$ cat config.mk
export PLATFORM = sky130hd
export DESIGN_NAME = lsb_message_extractor
export DESIGN_NICKNAME = d
export VERILOG_FILES = /design/src/rtl/core/lme_pkg.sv /design/src/rtl/core/lsb_message_extractor.sv
export SDC_FILE = /design/constraint.sdc
export NUM_CORES = 1
export LEC_CHECK = 0
export ABC_AREA = 0
export BUFFER_PORTS_ARGS = -buffer_cell sky130_fd_sc_hd__buf_4
export CORE_MARGIN = 1.5
export CORE_UTILIZATION = 50
export CTS_CLUSTER_DIAMETER = 200
export DETAILED_ROUTE_END_ITERATION = 10
export PLACE_DENSITY_LB_ADDON = 0.25
export SLEW_MARGIN = 30
export SYNTH_ARGS = -nofsm -noshare
export SYNTH_HDL_FRONTEND = slang
export SYNTH_SLANG_ARGS = --single-unit
$ cat constraint.sdc
create_clock -name clk -period 6.5 [get_ports clk]
set_input_delay 0.325 -clock clk [delete_from_list [all_inputs] [get_ports clk]]
set_output_delay 0.325 -clock clk [all_outputs]
set_load 0.005 [all_outputs]
$ cat src/rtl/core/lme_pkg.sv
// lme_pkg: shared types and constants for the lsb message extractor
// depends on nothing; used by lsb_message_extractor
package lme_pkg;

  localparam logic [1:0] KIND_CHAR  = 2'd0;
  localparam logic [1:0] KIND_FOUND = 2'd1;
  localparam logic [1:0] KIND_FAIL  = 2'd2;

  localparam logic [7:0] DELIM_RESET = 8'd35;

  // result queue: two slots for the current request plus two in flight
  localparam int QDEPTH = 4;
  localparam int QPTR_W = 2;
  localparam int QCNT_W = 3;

  typedef struct packed {
    logic [1:0] kind;
    logic [7:0] ch;
    logic       last;
  } result_t;

endpackage

$ cat src/rtl/core/lsb_message_extractor.sv
// lsb_message_extractor: recovers a text message from the lsb of image bytes
// and stops at a run of three delimiter characters; uses lme_pkg
//
// channel   signals                                    direction
// cfg       delimiter_we, delimiter_char               in
// in        in_valid/in_ready, sample_byte, image_end  in
// out       out_valid/out_ready, kind, char_out,
//           last_result                                out
//
// one request is taken per cycle while in_ready is high; its zero, one or two
// results enter a four-entry result queue at the accepting edge and can leave
// from the next cycle, one per cycle while out_ready is high. in_ready is high
// while the queue holds at most two results. rst (synchronous) empties the
// queue, clears the bit state and sets the delimiter to '#'. a stalled output
// holds off input once three results wait.
module lsb_message_extractor (
  input  logic       clk,
  input  logic       rst,
  input  logic       delimiter_we,
  input  logic [7:0] delimiter_char,
  input  logic       in_valid,
  output logic       in_ready,
  input  logic [7:0] sample_byte,
  input  logic       image_end,
  output logic       out_valid,
  input  logic       out_ready,
  output logic [1:0] kind,
  output logic [7:0] char_out,
  output logic       last_result
);

  logic [7:0] delim;
  logic [7:0] bit_shift;
  logic [2:0] bits_gathered;
  logic [7:0] held_chars [2];
  logic [1:0] held_count;
  logic       found_flag;

  logic [7:0] bit_shift_next;
  logic [2:0] bits_gathered_next;
  logic [7:0] held0_next;
  logic [7:0] held1_next;
  logic [1:0] held_count_next;
  logic       found_flag_next;

  lme_pkg::result_t res0;
  lme_pkg::result_t res1;
  logic [1:0]       res_n;

  lme_pkg::result_t             queue [lme_pkg::QDEPTH];
  logic [lme_pkg::QPTR_W-1:0]   wr_ptr;
  logic [lme_pkg::QPTR_W-1:0]   rd_ptr;
  logic [lme_pkg::QCNT_W-1:0]   count;

  logic in_fire;
  logic out_fire;
  logic [lme_pkg::QCNT_W-1:0] push_n;

  assign in_fire  = in_valid && in_ready;
  assign out_fire = out_valid && out_ready;
  assign in_ready = count <= lme_pkg::QCNT_W'(lme_pkg::QDEPTH - 2);
  assign out_valid = count != '0;

  assign kind        = queue[rd_ptr].kind;
  assign char_out    = queue[rd_ptr].ch;
  assign last_result = queue[rd_ptr].last;

  // per-request update of the character state and its results
  always_comb begin
    logic [7:0]       c;
    logic             char_done;
    lme_pkg::result_t first;
    logic             has_first;
    logic             fail;

    c                  = {bit_shift[6:0], sample_byte[0]};
    char_done          = 1'b0;
    bit_shift_next     = bit_shift;
    bits_gathered_next = bits_gathered;
    held0_next         = held_chars[0];
    held1_next         = held_chars[1];
    held_count_next    = held_count;
    found_flag_next    = found_flag;
    first              = '{kind: lme_pkg::KIND_CHAR, ch: 8'd0, last: 1'b0};
    has_first          = 1'b0;
    fail               = 1'b0;

    if (!found_flag) begin
      if (bits_gathered == 3'd7) begin
        char_done          = 1'b1;
        bit_shift_next     = 8'd0;
        bits_gathered_next = 3'd0;
      end else begin
        bit_shift_next     = c;
        bits_gathered_next = bits_gathered + 3'd1;
      end
      if (char_done) begin
        if (held_count == 2'd2 && held_chars[0] == delim &&
            held_chars[1] == delim && c == delim) begin
          first           = '{kind: lme_pkg::KIND_FOUND, ch: 8'd0, last: 1'b0};
          has_first       = 1'b1;
          found_flag_next = 1'b1;
          held_count_next = 2'd0;
        end else if (held_count == 2'd2) begin
          first      = '{kind: lme_pkg::KIND_CHAR, ch: held_chars[0], last: 1'b0};
          has_first  = 1'b1;
          held0_next = held_chars[1];
          held1_next = c;
        end else begin
          if (held_count[0]) held1_next = c;
          else               held0_next = c;
          held_count_next = held_count + 2'd1;
        end
      end
      fail = image_end && !found_flag_next;
    end

    // results in order, last flag on the final one
    res1 = '{kind: lme_pkg::KIND_FAIL, ch: 8'd0, last: 1'b1};
    if (has_first) begin
      res0      = first;
      res0.last = !fail;
      res_n     = fail ? 2'd2 : 2'd1;
    end else begin
      res0  = '{kind: lme_pkg::KIND_FAIL, ch: 8'd0, last: 1'b1};
      res_n = fail ? 2'd1 : 2'd0;
    end

    // end of image clears everything but the delimiter
    if (image_end) begin
      bit_shift_next     = 8'd0;
      bits_gathered_next = 3'd0;
      held_count_next    = 2'd0;
      found_flag_next    = 1'b0;
    end
  end

  assign push_n = in_fire ? lme_pkg::QCNT_W'(res_n) : '0;

  always_ff @(posedge clk) begin
    if (rst) begin
      delim <= lme_pkg::DELIM_RESET;
    end else if (delimiter_we) begin
      delim <= delimiter_char;
    end
  end

  always_ff @(posedge clk) begin
    if (rst) begin
      bit_shift     <= 8'd0;
      bits_gathered <= 3'd0;
      held_count    <= 2'd0;
      found_flag    <= 1'b0;
    end else if (in_fire) begin
      bit_shift     <= bit_shift_next;
      bits_gathered <= bits_gathered_next;
      held_count    <= held_count_next;
      found_flag    <= found_flag_next;
    end
  end

  always_ff @(posedge clk) begin
    if (in_fire) begin
      held_chars[0] <= held0_next;
      held_chars[1] <= held1_next;
    end
  end

  // result queue storage
  always_ff @(posedge clk) begin
    if (in_fire && res_n != 2'd0) begin
      queue[wr_ptr] <= res0;
    end
    if (in_fire && res_n == 2'd2) begin
      queue[wr_ptr + lme_pkg::QPTR_W'(1)] <= res1;
    end
  end

  always_ff @(posedge clk) begin
    if (rst) begin
      wr_ptr <= '0;
      rd_ptr <= '0;
      count  <= '0;
    end else begin
      wr_ptr <= wr_ptr + push_n[lme_pkg::QPTR_W-1:0];
      if (out_fire) rd_ptr <= rd_ptr + lme_pkg::QPTR_W'(1);
      count <= count + push_n - lme_pkg::QCNT_W'(out_fire);
    end
  end

  a_queue_bound: assert property (@(posedge clk) disable iff (rst)
    count <= lme_pkg::QCNT_W'(lme_pkg::QDEPTH))
    else $error("result queue overflow");

  a_end_clears: assert property (@(posedge clk) disable iff (rst)
    in_fire && image_end |=> bits_gathered == 3'd0 && held_count == 2'd0 && !found_flag)
    else $error("state not cleared after image end");

  a_found_no_held: assert property (@(posedge clk) disable iff (rst)
    found_flag |-> held_count == 2'd0 && bits_gathered == 3'd0)
    else $error("held characters remain after delimiter match");

  a_fail_is_last: assert property (@(posedge clk) disable iff (rst)
    out_valid && kind == lme_pkg::KIND_FAIL |-> last_result)
    else $error("failure status not marked as final result");

endmodule

### Yosys cells after proc, flatten, opt, wreduce, memory -nomap -nowiden

Memory sizes are Yosys's and may differ from the RTL's. A register that Yosys moved wholly into a read port is not among the register bits.
Cells that the tools add are included.

| storage, ports and cells | value |
|---|---|
| register bits after elaboration | 28 |
| memories kept | 2 |
| RAM bits | 60 |
| output and inout bits | 13 |
| input port bits | 22 |

| cells by class | value |
|---|---|
| magnitude comparators | 1 |
| reductions and logical operators | 15 |
| add/sub/neg operators | 7 |
| equal/unequal tests | 8 |
| muxes and demuxes | 50 |

Memory list:

| memory | depth | bits a word | rd ports | clocked after memory_dff | wr ports | RTL line | RTL |
|---|---|---|---|---|---|---|---|
| queue | 4 | 11 | 1 | 1 | 2 | lsb_message_extractor.sv:50 | `lme_pkg::result_t queue [lme_pkg::QDEPTH];` |
| held_chars | 2 | 8 | 2 | 0 | 2 | lsb_message_extractor.sv:35 | `logic [7:0] held_chars [2];` |

Operator list:

| kind | count |
|---|---|
| $mux 8 | 10 |
| $mux 10 | 3 |
| $eq 8x8->1 | 3 |
| $mux 7 | 3 |
| $mux 2 | 10 |
| $mux 1 | 19 |
| $mux 11 | 1 |
| $mux 3 | 3 |
| $mux 9 | 1 |
| $logic_and 1x1->1 | 8 |
| $add 2x1->2 const B | 3 |
| $eq 2x2->1 const B | 2 |
| $reduce_and 4->1 | 1 |
| $reduce_bool 2->1 | 2 |
| $add 3x1->3 const B | 1 |
| $add 3x2->3 | 1 |
| $eq 3x3->1 const B | 1 |
| $le 3x2->1 const B | 1 |
| $ne 3x2->1 const B | 1 |
| $reduce_bool 3->1 | 1 |
| $sub 3x1->3 | 1 |
| $add 2x2->2 | 1 |
| $logic_not 1->1 | 2 |
| $ne 2x2->1 const B | 1 |
| $reduce_and 2->1 | 1 |

### Longest topological paths before layout

An unclocked memory read counts as a cell.

| logic depth | value |
|---|---|
| depth after elaboration | 17 |
| mapped depth | 14 |
| mapped depth without buffers | 13 |

### Worst setup path after synthesis

No wires, ideal clock.

| path | value |
|---|---|
| path kind | flip-flop to flip-flop |
| start point | memory held_chars[0][2] |
| end point | register count[1] (netlist bit) |
| data arrival time | 3.347 ns |
| path buffers | 1 |
| setup slack | 3.025 ns |
| clock period less this slack | 3.475 ns |
| cell stages (with the launch flop) | 13 |
| path through | edfxtp_1 or4_1 a22o_1 or4b_4 nor3_1 buf_2 a21oi_1 ha_1 nand2_1 ha_1 inv_1 fa_1 nor2b_1 |

RTL lines:

| item | RTL line | RTL |
|---|---|---|
| start: declaration | lsb_message_extractor.sv:35 |  |
| end signal: assignment | lsb_message_extractor.sv:187 | `count <= count + push_n - lme_pkg::QCNT_W'(out_fire);` |
| end: declaration | lsb_message_extractor.sv:53 | `logic [lme_pkg::QCNT_W-1:0] count;` |

==> flow_summary.toml <==
[status]
status = "finished, final reports clean"

[global_route]
overflow = 0
antenna_found_initial = 0
track_usage_pct = 21.2
grt_pass1_vias = 2838
grt_max_degree = 30
grt_pass1_wl_microns = 14100

[cells_and_area]
area_growth_pct = 12.4
layout-drive-gt1-share_pct = 16.9
nets = 453
n_antenna_cell = 0
final_cell_mix = "dfxtp_1 (74), nand2_1 (55), buf_4 (31)"
final_common_cell = "dfxtp_1"
fillerInstances = 670
postLayoutCoreUtil_pct = 58.5

[sta]
fin_ws_ps = 2600
worst_pin_slew_ps = 869
min_period_over_period_pct = 60.1
fin_crit_ps = 3900
max_slew_margin_pct = 41.8
setup_viol = 0
finalSetupTns_ps = 0
report.final.slew_viol_count = 0
fin_skew_ps = 10.0
rsz0062_at_grt = "false"
hold_viol_final = 0
fmax_ghz = 0.256

[logic_synthesis]
post_synth.cell_area_avg_sq_um = 10.1
synth.area.top_cells = "dfxtp_1 (36%), edfxtp_1 (12%), mux4_2 (6.1%)"
yosysSeqAreaShare_pct = 48.3
yosysUniqueCellTypes = 51
syn-num-nets = 436
yosys_warnings = 0
async_reset_ff_share_pct = 0
synth-edff-count = 16
synth.cell_area_sq_mm = 0.00406
synth-main-ff-cell = "dfxtp_1"
synth_cells = 403
synth.top_cell.area_share_pct = 36.5
ys_ff_latch = 90
yosysTopAreaCell = "dfxtp_1"

[die]
die_w_microns = 93.1
core_sq_mm = 0.00781
start_util_pct = 52.0
io_pins = 35
dieArea_sq_mm = 0.00867
rows = 32
fp.dieH_microns = 93.1

[worst_setup_path]
crit_fanout = 22
start_kind = "flip-flop"
slowest_stage = "nor3b_2"
path_class = "reg2reg"
crit_top_cell = "ha_1"
worst_path_dominant_cell_family = "simple AND/OR/NAND/NOR gates"
cp-end-kind = "flip-flop"
required_ps = 6750
cp_slowest_stage_delay_ps = 800
worst_ep_arrival_time_ps = 4150
path_cells = "inv_1 -> ha_1 -> o221ai_1 -> nor3_2 -> buf_4 -> a21o_1 -> ha_1 -> nor3_1 -> nor3b_2 -> a41oi_2 -> o2bb2ai_1"
critPathBufInv = 2

[routing]
drt_wl_total_microns = 8520
antenna_left = 0
initialDrtViolationCount = 86
drcViolationCount = 0
routedWlPerCell_microns = 16.2
vias_per_cell = 5.74
via_count = 3023
firstDrtPassIters = 4

[worst_hold_path]
holdCritPathClass = "in2reg"

[clock_tree]
clk_latency_ps = 360
cts.sinks = 90
cts_buffer_depth = 2
cts_tree = "yes"
ctsHoldBuffers = 0
ctsResizeCount = 0
post_cts_buffers = 0
cts_max_level = 3
cts-root-buf = "clkbuf_8"
cts_inserted_buffers = 9
path_clk_slew_ps = 90

[place]
place_hpwl_microns = 5810
globalplace.congestion = 0.835
dpl_worst_slack_ps = 2620
portBuffers = 27

[pwr]
clkPwrFrac_pct = 33.9
power_frac_seq_pct = 51.0
p_total_mw = 1.25
internal_power_mw = 0.914
p_leak_nw = 1.72
powerDensity_mw_per_mm2 = 273
ir_worst_vdd_mv = 0.125
combPwrFrac_pct = 15.1
p_switching_mw = 0.334
swShare_pct = 26.8

[job]
drv_cap = 0
power by group through the flow:
| stage | clock network (mW) | logic [mW] | registers (mW) |
|---|---|---|---|
| after floorplan | 0 | 0.159 | 0.620 |
| after global placement | 0 | 0.182 | 0.649 |
| after detailed placement | 0 | 0.189 | 0.651 |
| after CTS | 0.431 | 0.190 | 0.637 |
| after global routing | 0.454 | 0.211 | 0.644 |
| final | 0.424 | 0.188 | 0.636 |
logic make-up after synthesis:
group | synth area share (%)
buffers and inverters | 4.65
XOR/XNOR | 1.73
adder cells (fa/ha/maj) | 3.57
AO/OA/AOI/OAI | 15.7
flip-flops | 48.3
multiplexers | 9.55
AND/OR/NAND/NOR | 16.4
through the flow:
| step | area, sq um | hold slack, ps | cells |
|---|---|---|---|
| final | 4570 | 160 | 527 |
| after global placement | 4320 | 430 | 511 |
| after CTS | 4570 | 154 | 527 |
| after global routing | 4570 | 152 | 527 |
| after detailed placement | 4340 | 442 | 511 |
| after floorplan | 4060 | 420 | 403 |
registers in the layout, summed over array words and instances (netlist names), 2 cells and up, named ones only:
register and cells:
bit_shift 7, bits_gathered 3, count 3, delim 8, held_chars 16, held_count 2
queue 44, rd_ptr 2, wr_ptr 2
path summary, 6_finish.rpt:
check	from	to	slack, ps	depth (start not counted)
max	held_count[0]	queue[0][1]	2600	11
min	delimiter_char[0]	delim[0]	160	2
max reg2reg	held_count[0]	queue[0][1]	2600	11
min reg2reg	queue[3][8]	queue[3][8]	460	2
area by class of cell:
cell class / instances / area [sq um] / share of cell area [%]
flip-flops and latches: 90 / 1960 / 43.0
multi-input cells: 267 / 1940 / 42.5
repair buffers: 31 / 233 / 5.10
clock buffers: 13 / 181 / 3.97
well taps: 102 / 128 / 2.80
inverters: 21 / 78.8 / 1.73
clock inverters: 3 / 43.8 / 0.959
per-layer routing:
layer | GRT usage (%) | wire, microns | share of wire [%]
met1 | 27.4 | 4000 | 47
met2 | 34.2 | 4050 | 48
met3 | 3.98 | 284 | 3.3
met4 | 9.60 | 174 | 2.0
met5 | 0 | 0 | 0
synthesized netlist by cell type, drive strengths merged (6+ instances only):
library cell,instances
nand2,55
nor2b,8
mux4,11
edfxtp,16
mux2,8
dfxtp,74
and3,7
ha,10
nor2,21
a22oi,6
o2bb2ai,9
nand3,13
a21oi,16
inv,21
a32o,17
o21ai,19
clkbuf,20
Power figures use the tool's default switching activity.
